**config.mk**
```make
export PLATFORM = sky130hd
export DESIGN_NAME = omkt_front
export DESIGN_NICKNAME = d
export VERILOG_FILES = /design/src/sv/omkt_pkg.sv /design/src/sv/omkt_front.sv
export SDC_FILE = /design/constraint.sdc
export NUM_CORES = 1
export LEC_CHECK = 0
export BUFFER_PORTS_ARGS = -buffer_cell sky130_fd_sc_hd__buf_4
export CORE_MARGIN = 2
export CORE_UTILIZATION = 54
export CTS_BUF_LIST = sky130_fd_sc_hd__clkbuf_2 sky130_fd_sc_hd__clkbuf_4 sky130_fd_sc_hd__clkbuf_8
export DETAILED_ROUTE_END_ITERATION = 8
export PLACE_DENSITY = 0.82
export REMOVE_ABC_BUFFERS = 1
export SLEW_MARGIN = 20
export SYNTH_ARGS = -nofsm -noshare
export SYNTH_HDL_FRONTEND = slang
export SYNTH_SLANG_ARGS = --single-unit
export TNS_END_PERCENT = 10
```
**constraint.sdc**
```tcl
create_clock -name clock -period 5.61 [get_ports clock]
set_clock_uncertainty 0.1 [all_clocks]
set_input_delay 0.2805 -clock clock [delete_from_list [all_inputs] [get_ports clock]]
set_output_delay 0.2805 -clock clock [all_outputs]
set_load 0.01 [all_outputs]
```
**src/sv/omkt_pkg.sv**
```systemverilog
// shared types, codes and defaults for the ordered multimap key table
package omkt_pkg;

   // fixed field widths
   localparam int OP_W      = 3;
   localparam int KEY_W     = 64;
   localparam int DATA_W    = 64;
   localparam int START_W   = 7;
   localparam int HIT_IDX_W = 6;
   localparam int COUNT_W   = 7;

   // parameter defaults
   localparam int TABLE_DEPTH_DEFAULT = 64;
   localparam int VALUE_WIDTH_DEFAULT = 64;

   // operation codes
   localparam logic [OP_W-1:0] OP_ADD    = 3'd0;
   localparam logic [OP_W-1:0] OP_SET    = 3'd1;
   localparam logic [OP_W-1:0] OP_LOOKUP = 3'd2;
   localparam logic [OP_W-1:0] OP_REMOVE = 3'd3;
   localparam logic [OP_W-1:0] OP_RESET  = 3'd4;

   // request transaction
   typedef struct packed {
      logic [OP_W-1:0]    operation;
      logic [KEY_W-1:0]   key_digest;
      logic [DATA_W-1:0]  entry_value;
      logic [START_W-1:0] start_index;
   } req_type;

   // response transaction
   typedef struct packed {
      logic                 found;
      logic [HIT_IDX_W-1:0] hit_index;
      logic [DATA_W-1:0]    hit_value;
      logic [COUNT_W-1:0]   purged_count;
      logic [COUNT_W-1:0]   entry_count;
      logic                 full_drop;
   } rsp_type;

   // classified command kinds
   typedef enum logic [2:0] {
      CMD_ADD,
      CMD_SET,
      CMD_LOOKUP,
      CMD_REMOVE,
      CMD_RESET,
      CMD_NOP
   } cmd_kind_type;

   // command handed from front end to back end
   typedef struct packed {
      cmd_kind_type       kind;
      logic [KEY_W-1:0]   key_digest;
      logic [DATA_W-1:0]  entry_value;
      logic [START_W-1:0] start_index;
   } cmd_type;

endpackage

```
**src/sv/omkt_front.sv**
```systemverilog
// front end: accepts requests, classifies them and queues commands
module omkt_front import omkt_pkg::*; (
   input  logic    clock,
   input  logic    reset,
   input  logic    start,
   output logic    busy,
   input  req_type req_data,
   output logic    cmd_valid,
   output cmd_type cmd,
   input  logic    cmd_pop
);

   cmd_type    entry_ff [2];
   logic       head_ff, head_in;
   logic       tail_ff, tail_in;
   logic [1:0] count_ff, count_in;
   cmd_type    decoded;
   logic       push;

   // classify the operation code
   always_comb begin
      decoded.key_digest  = req_data.key_digest;
      decoded.entry_value = req_data.entry_value;
      decoded.start_index = req_data.start_index;
      unique case (req_data.operation)
         OP_ADD:    decoded.kind = CMD_ADD;
         OP_SET:    decoded.kind = CMD_SET;
         OP_LOOKUP: decoded.kind = CMD_LOOKUP;
         OP_REMOVE: decoded.kind = CMD_REMOVE;
         OP_RESET:  decoded.kind = CMD_RESET;
         default:   decoded.kind = CMD_NOP;
      endcase
   end

   // two entry command queue
   assign busy      = (count_ff == 2'd2);
   assign push      = start && !busy;
   assign cmd_valid = (count_ff != 2'd0);
   assign cmd       = entry_ff[head_ff];

   always_comb begin
      head_in  = cmd_pop ? !head_ff : head_ff;
      tail_in  = push ? !tail_ff : tail_ff;
      count_in = count_ff + 2'(push) - 2'(cmd_pop);
   end

   always_ff @(posedge clock) begin
      if (push) begin
         entry_ff[tail_ff] <= decoded;
      end
      if (reset) begin
         head_ff  <= 1'b0;
         tail_ff  <= 1'b0;
         count_ff <= 2'd0;
      end else begin
         head_ff  <= head_in;
         tail_ff  <= tail_in;
         count_ff <= count_in;
      end
   end

endmodule

```
# Yosys cells after proc, flatten, opt, wreduce, memory -nomap -nowiden
# Memory sizes are Yosys's and may differ from the RTL's. A register that Yosys moved wholly into a read port is not among the register bits.
# Index checks and enable logic that the tools add are counted.
# word_totals
ff_bits	4
mem_bits_rw	276
inputBits	142
output_inout_bits	140
n_memories	1
# classes
add_sub_neg	2
eq_ne	5
muxes	5
n_reduce_logical	6
# memory_table
name	words	word_bits	read_ports	rd_ports_with_merged_regs	wr	line	source
entry_ff	2	138	1	1	1	omkt_front.sv:13	cmd_type entry_ff [2];
# op_table
cell	n
$pmux 3 s5	1
$eq 3x2->1 const B	2
$mux 1	4
$eq 3x1->1 const B	1
$eq 3x3->1 const B	1
$logic_not 1->1	3
$logic_not 3->1	1
$add 2x1->2	1
$eq 2x2->1 const B	1
$reduce_bool 2->1	1
$sub 2x1->2	1
$logic_and 1x1->1	1

# Depth between registers and ports, before layout
# Gate-level depths: netlist of run 1.
# logic_depth
ltp_word	5
mapped_depth	8
ltp_nobuf	8

# Worst setup path after synthesis of run 1
# Ideal clock, no wire load.
# synth_path
path_type	reg2reg
start	register count_ff[0]
end	memory entry_ff[1][0] in the netlist's numbering, enable pin
arrival_ns	3.659
required_ns	4.995
slack_ns	1.336
stages_incl_launch_ff	3
path_buffers	0
path_cell_list	dfxtp_1 > nand2b_2 > and3_1
# synth_between
elab_chain_cells	5
# synth_rtl
item	line	source
from (decl)	omkt_front.sv:16	logic [1:0] count_ff, count_in;
from (signal assigned)	omkt_front.sv:58	count_ff <= count_in;
$eq 2x2->1	omkt_front.sv:36	assign busy = (count_ff == 2'd2);
$logic_not 1->1	omkt_front.sv:37	assign push = start && !busy;
$logic_and 1x1->1	omkt_front.sv:37	
$mux 1	omkt_front.sv:48	if (push) begin
$mux 1 (not written as such)	omkt_front.sv:49	entry_ff[tail_ff] <= decoded;
to (decl)	omkt_front.sv:13	
# No other way between the ends.

# Worst setup path after layout of run 1
# layout_path
start	register count_ff[0]
end	memory entry_ff[0][110] in the netlist's numbering, enable pin
# Same word-level chain as after synthesis.

==> qor.yml, run 1 <==
fin_total_pwr_w: 0.005001
grt.overflow.total: 0
wirelength_um: 23260
worstSetupPathDepth: 5
yosysMostFrequentCell: "edfxtp_1"
fillers: 962
worstSkewPairLatency_ns: 0.53
power_density_nw_per_um2: 339.7
max_slew_margin_pct: 40.37
layout_setup_ws_ns: 2.710
cp_slowest_cell: "buf_4"
cp_top_family: "buffers and inverters"
drt_pass1_iterations: 4
hold_viol_final: 0
grt_setup_unrepaired: "false"
ant_nets: 0
portBuffers: 281
ff2ff_setup_slack_ns: 2.71
p_leak_nw: 5.593
multi_input_area_um2: 1685
seqPwrFrac_pct: 52.0
hold_depth: 2
via_count: 5986
drv_cap: 0
gp_congestion: 0.7977
clkPwrFrac_pct: 30.9
pin_count: 282
synth.distinct_cells: 22
timing.rr.start: "count_ff[0]"
cp.required_ns: 5.64
synthArstFlopShare_pct: 0
ys_seq_area_share_pct: 81.84
finalCriticalPeriod_ns: 2.900
nets: 1058
synth_edf_count: 276
dp_hpwl_um: 12810
max_stage_delay_ns: 0.65
start_util_pct: 54.98
cts_hold_buf: 141
synth_flop_cell: "edfxtp_1"
row_count: 50
antenna_found_initial: 1
core_um2: 18640
ys_warn_count: 0
hold_path.class: "input pin to flip-flop"
finalSetupTns_ns: 0
peakVddDrop_mv: 0.3306
grt_pass1_wl_um: 34160
yosysTopAreaCellShare_pct: 80.86
die-area_um2: 20100
clk_pin_slew_ns: 0.06
crit_path_end_kind: "flip-flop"
path_class: "flip-flop to flip-flop"
p_comb_share_pct: 17.1
slew_viol_final: 0
cp-start-kind: "flip-flop"
finalSetupViolations: 0
worst-path-buf-inv: 3
internal_power_w: 0.003831
ys_top_cells_by_area: "edfxtp_1 81%, mux2_2 15%, buf_6 1.5%, dfxtp_1 0.98%, ha_1 0.24%"
drive_gt1_share_pct: 52.56
reg2reg_to: "entry_ff[0][110]"
cts_buffer_depth: 3
dieWidth_um: 141.8
grt_pass1_vias: 6543
fmax_mhz: 344.9
finalNonFillerCells: 1171
via_per_inst: 5.112
r2r_cells: 5
worstHoldEndpoint: "entry_ff[1][136]"
cts_tree: "yes"
hp-start: "req_data[136]"
cts_sinks: 281
crit_fanout: 91
ys_ff_latch: 281
outcome: "finished, final reports clean"
cp_cell_sequence: "nand2b_2 -> inv_1 -> or3_1 -> inv_6 -> buf_4"
cp.arrival_ns: 2.93
drc_errors: 0
syn_avg_cell_area_um2: 22.38
htree_levels: 2
fin_crit_sh_pct: 51.69
wl_per_cell_um: 19.86
grtUsageTotal_pct: 22.39
worst_pin_slew_ns: 0.8944
place_ws_ns: 2.802
syn_area_um2: 10250
cts_setup_buffers: 0
die_h_um: 141.8
dp_cells: 962
p_sw_w: 0.001170
yosysTopAreaCell: "edfxtp_1"
grt_max_degree: 92
swShare_pct: 23.39
root_buffer: "clkbuf_8"
cts_buffers: 43
area_delta_synth_final_pct: 43.60
synth_commonest_cells: "276 x edfxtp_1, 138 x mux2_2, 14 x buf_6"
fin_util_pct: 78.95
dr.first_iter.drc_count: 284
seqCellArea_um2: 8392
cts_resized: 0
postSynthCellCount: 458
## stage by stage
stage	hold slack [ns]	instance area (µm²)
2_1_floorplan	0.2496	10080
3_3_place_gp	0.3650	12540
3_5_place_dp	0.3681	12540
4_1_cts	0.004765	14720
5_1_grt	0.03224	14720
6_report	0.03482	14720
## per-layer routing
layer  wire (µm)  vias up  track usage [%]
li1            -     2724                -
met1        8232     2965            24.05
met2       12840      249            42.00
met3        1585       48            6.480
met4         594        0            7.789
met5           0        -                0
## registers in the layout, summed over array words and instances, names as in the netlist, named ones only
signal / count
count_ff: 2
entry_ff: 276
head_ff: 1
tail_ff: 1
## logic make-up after synthesis
logic type	count (synthesis)	synth area share, %
AOI/OAI and AO/OA	3	0.1708
xor gates and xnor gates	2	0.1709
adders and majority gates	2	0.2441
buffers and inverters	20	1.770
DFF	281	81.84
muxes	138	15.16
and+or+nand+nor	12	0.6470
## power groups by stage
stage / Sequential, W / Combinational [W] / Clock (W)
after floorplan: 0.00266 / 0.000357 / 0
after global placement: 0.00262 / 0.000740 / 0
after detailed placement: 0.00264 / 0.000757 / 0
after CTS: 0.00260 / 0.000846 / 0.00157
after global routing: 0.00261 / 0.000905 / 0.00167
final: 0.00260 / 0.000853 / 0.00155
## cell type report
cell class              count  share of cell area (%)
flip-flops and latches    281                   57.01
repair buffers            427                   24.18
multi-input cells         157                   11.45
clock buffers              61                   5.024
well taps                 234                   1.989
clock inverters             6                  0.1955
inverters                   4                  0.1360
diodes                      1                 0.01700
## worst max path at each step
stage	slack, ns	endpoint	start
global route	2.56	entry_ff[0][66]	count_ff[0]
CTS	2.75	cmd[135]	flip-flop
finish	2.71	entry_ff[0][110]	count_ff[0]
global placement	2.94	entry_ff[0][131]	count_ff[0]
detailed placement	2.80	entry_ff[0][129]	count_ff[0]
floorplan	1.34	entry_ff[1][0]	count_ff[0]
## layout by cell type, fill, tap and decap left out, types with 2 or more instances in the layout
cell type      count
inv_1              3
dlygate4sd3_1    141
nor2b_1            2
buf_4            286
mux2_2           138
clkbuf_8          45
ha_1               2
clkbuf_4          16
edfxtp_1         276
clkinv_1           4
dfxtp_1            4
nor2_1             3
## worst register-to-register path, cell delays in order, from the launching register on
cell      delay [ns]
dfxtp_1         0.38
nand2b_2        0.18
inv_1           0.09
or3_1           0.41
inv_6           0.61
buf_4           0.70
Power figures use the tool's default switching activity.
==> inputs of run 2 (changes only) <==
- clock period: 5.61 -> 2.69 ns (I/O delays scaled with it)
==> qor.yml, run 2 (same netlist as run 1, synthesis figures left out) <==
worstSkewPairLatency_ns: 0.53
cts_buffer_depth: 3
clk_pin_slew_ns: 0.07
start_util_pct: 54.98
nets: 1064
grt_max_degree: 71
root_buffer: "clkbuf_8"
fin_crit_sh_pct: 88.16
via_per_inst: 5.085
row_count: 50
p_sw_w: 0.002544
crit_fanout: 55
wirelength_um: 23950
regMostFlops: "entry_ff"
power_density_nw_per_um2: 724.1
die_h_um: 141.8
area_delta_synth_final_pct: 45.63
finalSetupViolations: 0
top_regs: "entry_ff: 276 flops, count_ff: 2 flops"
max_slew_margin_pct: 65.76
fmax_mhz: 421.7
die-area_um2: 20100
peakVddDrop_mv: 0.5781
ant_nets: 0
cts_tree: "yes"
htree_levels: 2
drc_errors: 0
ff2ff_setup_slack_ns: 0.60
r2r_cells: 5
hp-start: "req_data[83]"
grt_setup_unrepaired: "false"
largest_reg_flops: 276
worst_pin_slew_ns: 0.5136
portBuffers: 281
outcome: "finished, final reports clean"
dieWidth_um: 141.8
antenna_found_initial: 1
cp-start-kind: "flip-flop"
dr.first_iter.drc_count: 336
cts_sinks: 281
cts_resized: 0
pin_count: 282
cts_setup_buffers: 0
mostFrequentLayoutCell: "buf_4"
cp.required_ns: 2.46
grt_pass1_vias: 6651
cts_hold_buf: 143
core_um2: 18640
seqPwrFrac_pct: 50.2
finalCriticalPeriod_ns: 2.372
most-common-layout-cells: "282 x buf_4, 276 x edfxtp_1, 143 x dlygate4sd3_1, 138 x mux2_2, 49 x clkbuf_8"
grt_pass1_wl_um: 35430
crit_path_end_kind: "output port"
p_comb_share_pct: 17.0
p_leak_nw: 5.674
clkPwrFrac_pct: 32.9
finalHoldWorstSlack_ns: 0.2149
via_count: 6010
finalSetupTns_ns: 0
grtUsageTotal_pct: 23.23
cp.arrival_ns: 2.14
slew_viol_final: 0
dp_hpwl_um: 13270
wl_per_cell_um: 20.26
cts_buffers: 45
internal_power_w: 0.008265
hold_path.class: "input pin to flip-flop"
hold_viol_final: 0
drv_cap: 0
timing.rr.start: "count_ff[0]"
drt_pass1_iterations: 4
path_class: "flip-flop to output port"
reg2reg_to: "entry_ff[0][101]"
gp_congestion: 0.7357
fin_util_pct: 80.07
drive_gt1_share_pct: 52.80
endpoint: "cmd[101]"
grt.overflow.total: 0
swShare_pct: 23.54
## run 2: worst max-delay path, cell delays in order (launching register included)
cell and delay, ns:
dfxtp_4 0.68, buf_12 0.35, mux2_2 0.39, buf_4 0.15
## run 2: routing by layer
layer,GRT usage [%],vias to the layer above,part of all wire [%]
li1,-,2747,-
met1,25.57,2974,36
met2,42.90,247,54
met3,6.682,42,7.1
met4,8.158,0,2.5
met5,0,-,0
## run 2: area by class of cell
| class | count | area, µm² |
|---|---|---|
| Sequential cell | 281 | 8392 |
| Fill cell | 909 | 3716 |
| Timing Repair Buffer | 431 | 3669 |
| Multi-Input combinational cell | 157 | 1685 |
| Clock buffer | 66 | 802.0 |
| Tap cell | 234 | 292.8 |
| Clock inverter | 8 | 63.81 |
| Inverter | 4 | 20.02 |
| Antenna cell | 1 | 2.502 |
## run 2: worst min path at each step
stage / slack [ns] / depth (start not counted) / end
2_1_floorplan: 0.10 / 1 / tail_ff
3_3_place_gp: 0.22 / 1 / entry_ff[0][35]
3_5_place_dp: 0.22 / 1 / entry_ff[1][113]
4_1_cts: 0.19 / 2 / entry_ff[1][11]
5_1_grt: 0.20 / 2 / entry_ff[0][11]
6_report: 0.21 / 2 / entry_ff[0][83]
## run 2: power by group through the flow
stage / registers (W) / clock network (W) / logic [W]
global placement: 0.00547 / 0 / 0.00158
CTS: 0.00541 / 0.00359 / 0.00181
finish: 0.00542 / 0.00355 / 0.00183
global route: 0.00545 / 0.00383 / 0.00194
floorplan: 0.00556 / 0 / 0.000746
detailed placement: 0.00550 / 0 / 0.00163
## run 2: stage by stage
step                area [µm²]  setup WS [ns]  total power [W]  instances
floorplan                10080         -1.584         0.006301        442
global placement         12630         0.7396         0.007051        964
detailed placement       12630         0.6341         0.007129        964
CTS                      14920         0.3023          0.01082       1181
global route             14930         0.2277          0.01122       1182
finish                   14930         0.3185          0.01081       1182
